### src/rtl/u32u16_pkg.sv
package u32u16_pkg;

    localparam int unsigned BYTE_W      = 8;
    localparam int unsigned UNIT_W      = 16;
    localparam int unsigned PARTIAL_W   = 24;
    localparam int unsigned CP_W        = 32;
    localparam int unsigned QUEUE_DEPTH = 2;

    localparam logic [UNIT_W-1:0] REPLACEMENT_UNIT = 16'hFFFD;
    localparam logic [5:0]        HIGH_SURR_TAG    = 6'b110110;
    localparam logic [5:0]        LOW_SURR_TAG     = 6'b110111;
    localparam logic [4:0]        SURR_RANGE_TAG   = 5'b11011;
    localparam logic [4:0]        LAST_PLANE       = 5'h10;
    localparam logic [20:0]       PLANE1_START     = 21'h010000;
    localparam logic [1:0]        LAST_BYTE_POS    = 2'd3;

    typedef struct packed {
        logic              pair;
        logic [UNIT_W-1:0] first_unit;
        logic [UNIT_W-1:0] second_unit;
    } unit_entry_t;

    typedef struct packed {
        logic push;
        logic full;
    } queue_wr_t;

endpackage

### src/rtl/u32u16_front.sv
module u32u16_front (
    input  logic                             aclk,
    input  logic                             aresetn,
    input  logic                             little_endian,
    input  logic                             s_tvalid,
    output logic                             s_tready,
    input  logic [u32u16_pkg::BYTE_W-1:0]    s_tdata,
    output u32u16_pkg::unit_entry_t          entry,
    input  logic                             queue_full,
    output logic                             push
);

    logic [1:0]                          bytes_held_reg, bytes_held_next;
    logic [u32u16_pkg::PARTIAL_W-1:0]    partial_reg, partial_next;
    logic [u32u16_pkg::CP_W-1:0]         assembled;
    logic [u32u16_pkg::CP_W-1:0]         cp;
    logic [19:0]                         offset;
    logic                                group_end;
    logic                                accept;

    assign group_end = (bytes_held_reg == u32u16_pkg::LAST_BYTE_POS);
    assign s_tready  = !group_end || !queue_full;
    assign accept    = s_tvalid && s_tready;
    assign push      = accept && group_end;

    assign assembled = {partial_reg, s_tdata};
    assign cp = little_endian ?
        {assembled[7:0], assembled[15:8], assembled[23:16], assembled[31:24]} : assembled;
    assign offset = 20'(cp[20:0] - u32u16_pkg::PLANE1_START);

    always_comb begin
        entry.pair        = 1'b0;
        entry.first_unit  = u32u16_pkg::REPLACEMENT_UNIT;
        entry.second_unit = {u32u16_pkg::LOW_SURR_TAG, offset[9:0]};
        if (cp[31:16] == 16'h0000) begin
            if (cp[15:11] != u32u16_pkg::SURR_RANGE_TAG) begin
                entry.first_unit = cp[15:0];
            end
        end else if (cp[31:21] == 11'd0 && cp[20:16] <= u32u16_pkg::LAST_PLANE) begin
            entry.pair       = 1'b1;
            entry.first_unit = {u32u16_pkg::HIGH_SURR_TAG, offset[19:10]};
        end
    end

    always_comb begin
        bytes_held_next = bytes_held_reg;
        partial_next    = partial_reg;
        if (accept) begin
            if (group_end) begin
                bytes_held_next = 2'd0;
                partial_next    = '0;
            end else begin
                bytes_held_next = bytes_held_reg + 2'd1;
                partial_next    = {partial_reg[15:0], s_tdata};
            end
        end
    end

    always_ff @(posedge aclk) begin
        if (!aresetn) begin
            bytes_held_reg <= 2'd0;
            partial_reg    <= '0;
        end else begin
            bytes_held_reg <= bytes_held_next;
            partial_reg    <= partial_next;
        end
    end

endmodule

### src/rtl/u32u16_queue.sv
module u32u16_queue (
    input  logic                    aclk,
    input  logic                    aresetn,
    input  u32u16_pkg::queue_wr_t   wr_ctl,
    output logic                    full,
    input  u32u16_pkg::unit_entry_t wr_entry,
    input  logic                    pop,
    output logic                    not_empty,
    output u32u16_pkg::unit_entry_t rd_entry
);

    u32u16_pkg::unit_entry_t entries_reg [u32u16_pkg::QUEUE_DEPTH];
    logic       wr_ptr_reg, wr_ptr_next;
    logic       rd_ptr_reg, rd_ptr_next;
    logic [1:0] count_reg, count_next;
    logic       do_push;
    logic       do_pop;

    assign full      = (count_reg == 2'(u32u16_pkg::QUEUE_DEPTH));
    assign not_empty = (count_reg != 2'd0);
    assign rd_entry  = entries_reg[rd_ptr_reg];
    assign do_push   = wr_ctl.push && !wr_ctl.full;
    assign do_pop    = pop && not_empty;

    always_comb begin
        wr_ptr_next = do_push ? !wr_ptr_reg : wr_ptr_reg;
        rd_ptr_next = do_pop  ? !rd_ptr_reg : rd_ptr_reg;
        count_next  = count_reg + 2'(do_push) - 2'(do_pop);
    end

    always_ff @(posedge aclk) begin
        if (do_push) begin
            entries_reg[wr_ptr_reg] <= wr_entry;
        end
    end

    always_ff @(posedge aclk) begin
        if (!aresetn) begin
            wr_ptr_reg <= 1'b0;
            rd_ptr_reg <= 1'b0;
            count_reg  <= 2'd0;
        end else begin
            wr_ptr_reg <= wr_ptr_next;
            rd_ptr_reg <= rd_ptr_next;
            count_reg  <= count_next;
        end
    end

endmodule

### src/rtl/u32u16_back.sv
module u32u16_back (
    input  logic                             aclk,
    input  logic                             aresetn,
    input  logic                             not_empty,
    input  u32u16_pkg::unit_entry_t          rd_entry,
    output logic                             pop,
    output logic                             m_tvalid,
    input  logic                             m_tready,
    output logic [u32u16_pkg::UNIT_W-1:0]    m_tdata,
    output logic                             m_tlast
);

    logic                            valid_reg, valid_next;
    logic                            pending_reg, pending_next;
    logic [u32u16_pkg::UNIT_W-1:0]   low_reg, low_next;
    logic [u32u16_pkg::UNIT_W-1:0]   data_reg, data_next;
    logic                            last_reg, last_next;
    logic                            slot_free;

    assign slot_free = !valid_reg || m_tready;
    assign pop       = slot_free && !pending_reg && not_empty;

    always_comb begin
        valid_next   = valid_reg;
        pending_next = pending_reg;
        low_next     = low_reg;
        data_next    = data_reg;
        last_next    = last_reg;
        if (slot_free) begin
            if (pending_reg) begin
                valid_next   = 1'b1;
                data_next    = low_reg;
                last_next    = 1'b1;
                pending_next = 1'b0;
            end else if (not_empty) begin
                valid_next   = 1'b1;
                data_next    = rd_entry.first_unit;
                last_next    = !rd_entry.pair;
                pending_next = rd_entry.pair;
                low_next     = rd_entry.second_unit;
            end else begin
                valid_next   = 1'b0;
            end
        end
    end

    always_ff @(posedge aclk) begin
        if (!aresetn) begin
            valid_reg   <= 1'b0;
            pending_reg <= 1'b0;
        end else begin
            valid_reg   <= valid_next;
            pending_reg <= pending_next;
        end
        low_reg  <= low_next;
        data_reg <= data_next;
        last_reg <= last_next;
    end

    assign m_tvalid = valid_reg;
    assign m_tdata  = data_reg;
    assign m_tlast  = last_reg;

endmodule

### src/rtl/utf32_to_utf16_decoder.sv
// Channel   Dir  Handshake            Payload
// s_        in   s_tvalid/s_tready    s_tdata[7:0] = in_byte
// m_        out  m_tvalid/m_tready    m_tdata[15:0] = code_unit, m_tlast = last_of_run
// cfg_      in   cfg_valid/cfg_ready  cfg_data[0] = little_endian
//
// Registered output; one byte in and one code unit out per cycle unless stalled.
// The fourth byte of a group classifies the code point and enters a two-entry queue;
// the output stage sends one unit for an entry, or two for a surrogate pair.
// Reset (aresetn low, synchronous) drops held bytes and queued units; little_endian clears.
// A stalled m_ side fills the queue; s_ then stalls only on a group's fourth byte.
module utf32_to_utf16_decoder (
    input  logic                             aclk,
    input  logic                             aresetn,
    input  logic                             s_tvalid,
    output logic                             s_tready,
    input  logic [u32u16_pkg::BYTE_W-1:0]    s_tdata,   // [7:0] in_byte
    output logic                             m_tvalid,
    input  logic                             m_tready,
    output logic [u32u16_pkg::UNIT_W-1:0]    m_tdata,   // [15:0] code_unit
    output logic                             m_tlast,
    input  logic                             cfg_valid,
    output logic                             cfg_ready,
    input  logic                             cfg_data
);

    logic                    little_endian_reg;
    u32u16_pkg::unit_entry_t wr_entry;
    u32u16_pkg::unit_entry_t rd_entry;
    u32u16_pkg::queue_wr_t   wr_ctl;
    logic                    queue_full;
    logic                    push;
    logic                    pop;
    logic                    not_empty;

    assign cfg_ready = 1'b1;

    always_ff @(posedge aclk) begin
        if (!aresetn) begin
            little_endian_reg <= 1'b0;
        end else if (cfg_valid && cfg_ready) begin
            little_endian_reg <= cfg_data;
        end
    end

    assign wr_ctl.push = push;
    assign wr_ctl.full = queue_full;

    u32u16_front u_front (
        .aclk          (aclk),
        .aresetn       (aresetn),
        .little_endian (little_endian_reg),
        .s_tvalid      (s_tvalid),
        .s_tready      (s_tready),
        .s_tdata       (s_tdata),
        .entry         (wr_entry),
        .queue_full    (wr_ctl.full),
        .push          (push)
    );

    u32u16_queue u_queue (
        .aclk      (aclk),
        .aresetn   (aresetn),
        .wr_ctl    (wr_ctl),
        .full      (queue_full),
        .wr_entry  (wr_entry),
        .pop       (pop),
        .not_empty (not_empty),
        .rd_entry  (rd_entry)
    );

    u32u16_back u_back (
        .aclk      (aclk),
        .aresetn   (aresetn),
        .not_empty (not_empty),
        .rd_entry  (rd_entry),
        .pop       (pop),
        .m_tvalid  (m_tvalid),
        .m_tready  (m_tready),
        .m_tdata   (m_tdata),
        .m_tlast   (m_tlast)
    );

endmodule
### config.mk
export PLATFORM = sky130hd
export DESIGN_NAME = utf32_to_utf16_decoder
export DESIGN_NICKNAME = d
export VERILOG_FILES = /design/src/rtl/u32u16_pkg.sv /design/src/rtl/u32u16_front.sv /design/src/rtl/u32u16_queue.sv /design/src/rtl/u32u16_back.sv /design/src/rtl/utf32_to_utf16_decoder.sv
export SDC_FILE = /design/constraint.sdc
export NUM_CORES = 1
export LEC_CHECK = 0
export BUFFER_PORTS_ARGS = -buffer_cell sky130_fd_sc_hd__buf_2
export CORE_AREA = 2 2 98 110
export DETAILED_ROUTE_END_ITERATION = 6
export DIE_AREA = 0 0 100 112
export PLACE_DENSITY = 0.69
export SLEW_MARGIN = 10
export SYNTH_ARGS = -nofsm -noshare
export SYNTH_HDL_FRONTEND = slang
export SYNTH_SLANG_ARGS = --single-unit
### constraint.sdc
create_clock -name aclk -period 2.6 [get_ports aclk]
set_clock_uncertainty 0.15 [all_clocks]
set_input_delay 0.26 -clock aclk [delete_from_list [all_inputs] [get_ports aclk]]
set_output_delay 0.26 -clock aclk [all_outputs]
set_load 0.02 [all_outputs]
==> out/qor.txt <==
EDFF count, synth: 81
Maxcap violations: 0
Number of H-tree levels: 4
Rows: 39
Syn avg cell area: 13.5 sq um
R2R Path End: u_queue.entries_reg[0][13]
Nets: 429
Leak pwr: 2.07 nW
Final core utilization: 57.6%
Worst Path Required: 2550 ps
Clock Latency Late Sink: 400 ps
Share of cells above drive strength 1: 28.8%
Worst hold slack: 14.7 ps
DRT antenna net count: 0
Netlist cell types: 43
Antenna violations before repair: 0
Inserted Diodes: 0
Fin. Hold Viols: 0
Total negative slack: 0 ps
Pre-CTS setup slack: -19.5 ps
Post-route cell area: 5850 sq um
Hpwl dp: 5.99 mm
Core area: 10100 sq um
Drt first-iter violations: 200
Slew margin rel.: 43.9%
CTS max path bufs: 2
Yosys synthesis warning count: 0
Tot Pwr: 5.64 mW
DRC: 0
RePlAce Congestion: 0.821
Area after DPL: 5240 sq um
Most common cell after layout, fill and taps aside: edfxtp_1
GRT Util Overall: 17.6%
Synth Register Bits: 115
Starting density of the core: 48.6%
CTS Sinks: 115
Crit path to: u_queue.entries_reg[0][13]
Drt total wl: 9.20 mm
Crit path time final: 2540 ps
Post-Layout Cell Count: 546
Ports: 34
Top FF cell, synth: edfxtp_1
Port bufs: 32
First-pass GRT wire length: 15.0 mm
Commonest cells after routing, fill and taps aside: edfxtp_1 (81), nor2b_1 (33), dfxtp_1 (33), buf_2 (32), mux2_2 (25)
Synth area leaders: edfxtp_1 (49%), dfxtp_1 (14%), mux2_2 (5.7%)
Layout area overhead: 18.6%
Worst-Margin Slew: 839 ps
Critical Path Source: little_endian_reg
Vias in the first global route: 2956
GRT overflow: 0
Worst Path Max Fanout: 11
Pwr dens: 964 nW/um^2
Clk root buf: clkbuf_16
Post-synth top area cell: edfxtp_1
Seq. cell area: 3110 sq um
Crit path launch type: flip-flop
Worst Hold Class: primary input to flip-flop
Reg-to-Reg Start: little_endian_reg
Maximum clock rate: 0.394 GHz
Chip Height: 112 um
CTS clk-pin slew, worst paths: 50 ps
Clock buffer count from CTS: 17
Vias per std cell: 5.55
R2r worst-path depth: 7
Seq/Total Area, Yosys: 63.1%
Outcome: finished, final reports clean
Count of final setup violators: 0
Final slew viol count: 0
Async S/R FF share, synth: 0%
DR vias: 3028
Postcts setup bufs: 0
Worst setup path class: flip-flop to flip-flop
Mapped Area: 4930 sq um
Syn Nets: 385
Final period util: 97.5%
Post-Place Cells: 513
Initial DRT Pass Iterations: 4
Pin count of the biggest net entering global routing: 35
Max reg flops: 54
Yosys top cell area share: 49.3%
VDD IR max: 0.421 mV
Routed len/inst: 16.8 um
CTS tree: built
Die Area: 11200 sq um
Die W: 100 um
Final setup margin: 64.4 ps
CP endpoint kind: flip-flop
Worst Path Arrival: 2490 ps
Filler Cells Inserted: 854
Worst R2R Setup Slack: 60 ps
Synthesized instance count: 366
Area of the multi-input gates: 1730 sq um
[final cells by class]
class / instances / share of cell area [%]
well taps: 123 / 2.63
inverters: 4 / 0.257
clock buffers: 22 / 8.50
clock inverters: 10 / 0.899
multi-input cells: 224 / 29.6
flip-flops and latches: 115 / 53.3
repair buffers: 48 / 4.79
[worst min-delay path by stage]
| stage | from | endpoint | cells past startpoint |
|---|---|---|---|
| CTS | s_tdata[3] | u_front.partial_reg[3] | 3 |
| floorplan | aresetn | u_front.partial_reg[0] | 1 |
| global route | s_tdata[3] | u_front.partial_reg[3] | 3 |
| detailed placement | u_front.bytes_held_reg[1] | u_front.bytes_held_reg[1] | 2 |
| global placement | u_front.bytes_held_reg[1] | u_front.bytes_held_reg[1] | 2 |
| finish | s_tdata[3] | u_front.partial_reg[3] | 3 |
[Yosys cell counts, types with 2 or more instances]
| master | count |
|---|---|
| a21oi_1 | 5 |
| o21ai_1 | 11 |
| buf_4 | 2 |
| nor2b_1 | 34 |
| edfxtp_1 | 81 |
| clkbuf_1 | 15 |
| nor3_1 | 10 |
| o21ai_0 | 10 |
| xnor2_1 | 2 |
| xor2_1 | 2 |
| nor4_1 | 6 |
| a211o_1 | 5 |
| nor3_2 | 3 |
| a21boi_0 | 6 |
| mux2i_1 | 19 |
| ha_1 | 5 |
| a22oi_1 | 25 |
| and2_1 | 7 |
| buf_6 | 4 |
| buf_2 | 3 |
| inv_1 | 4 |
| nand2_1 | 15 |
| dfxtp_1 | 34 |
| o21a_1 | 3 |
| nor2_1 | 3 |
| nand3_1 | 10 |
| mux2_2 | 25 |
| nand3b_1 | 2 |
[kinds of logic after synthesis]
family          after synthesis  synth area share [%]
xor+xnor                      4                 0.711
flops                       115                  63.1
compound gates               73                  10.5
mux                          44                  9.57
buf+inv                      28                  2.97
fa+ha+maj                     5                  1.27
other cells                   1                0.0761
simple gates                 96                  11.7
[worst max-delay path, stage by stage (launching register included)]
cell and delay (ps):
dfxtp_2 350, mux2_2 360, inv_1 100, ha_1 170
or4b_4 520, a21o_4 280, a21oi_1 200, o21ai_1 110
[timing repair]
item | in CTS | in global routing
gates resized for setup | 1 | 12
cloned | 0 | 1
endpoints found under the setup margin | 14 | 24
hold buffers | 0 | 0
pin swaps | 0 | 1
[layer usage]
metal | track usage, % | vias to the layer above | wire length, um
met5 | 0 | - | 0
met4 | 6.85 | 0 | 115
met3 | 4.46 | 10 | 347
met2 | 28.2 | 59 | 4550
met1 | 23.0 | 1489 | 4180
li1 | - | 1470 | -
[power breakdown]
group	internal, mW	switching, mW
logic	0.445	0.693
registers	2.31	0.0923
clock network	1.34	0.755
No activity file was read; power rests on OpenSTA's default activity.
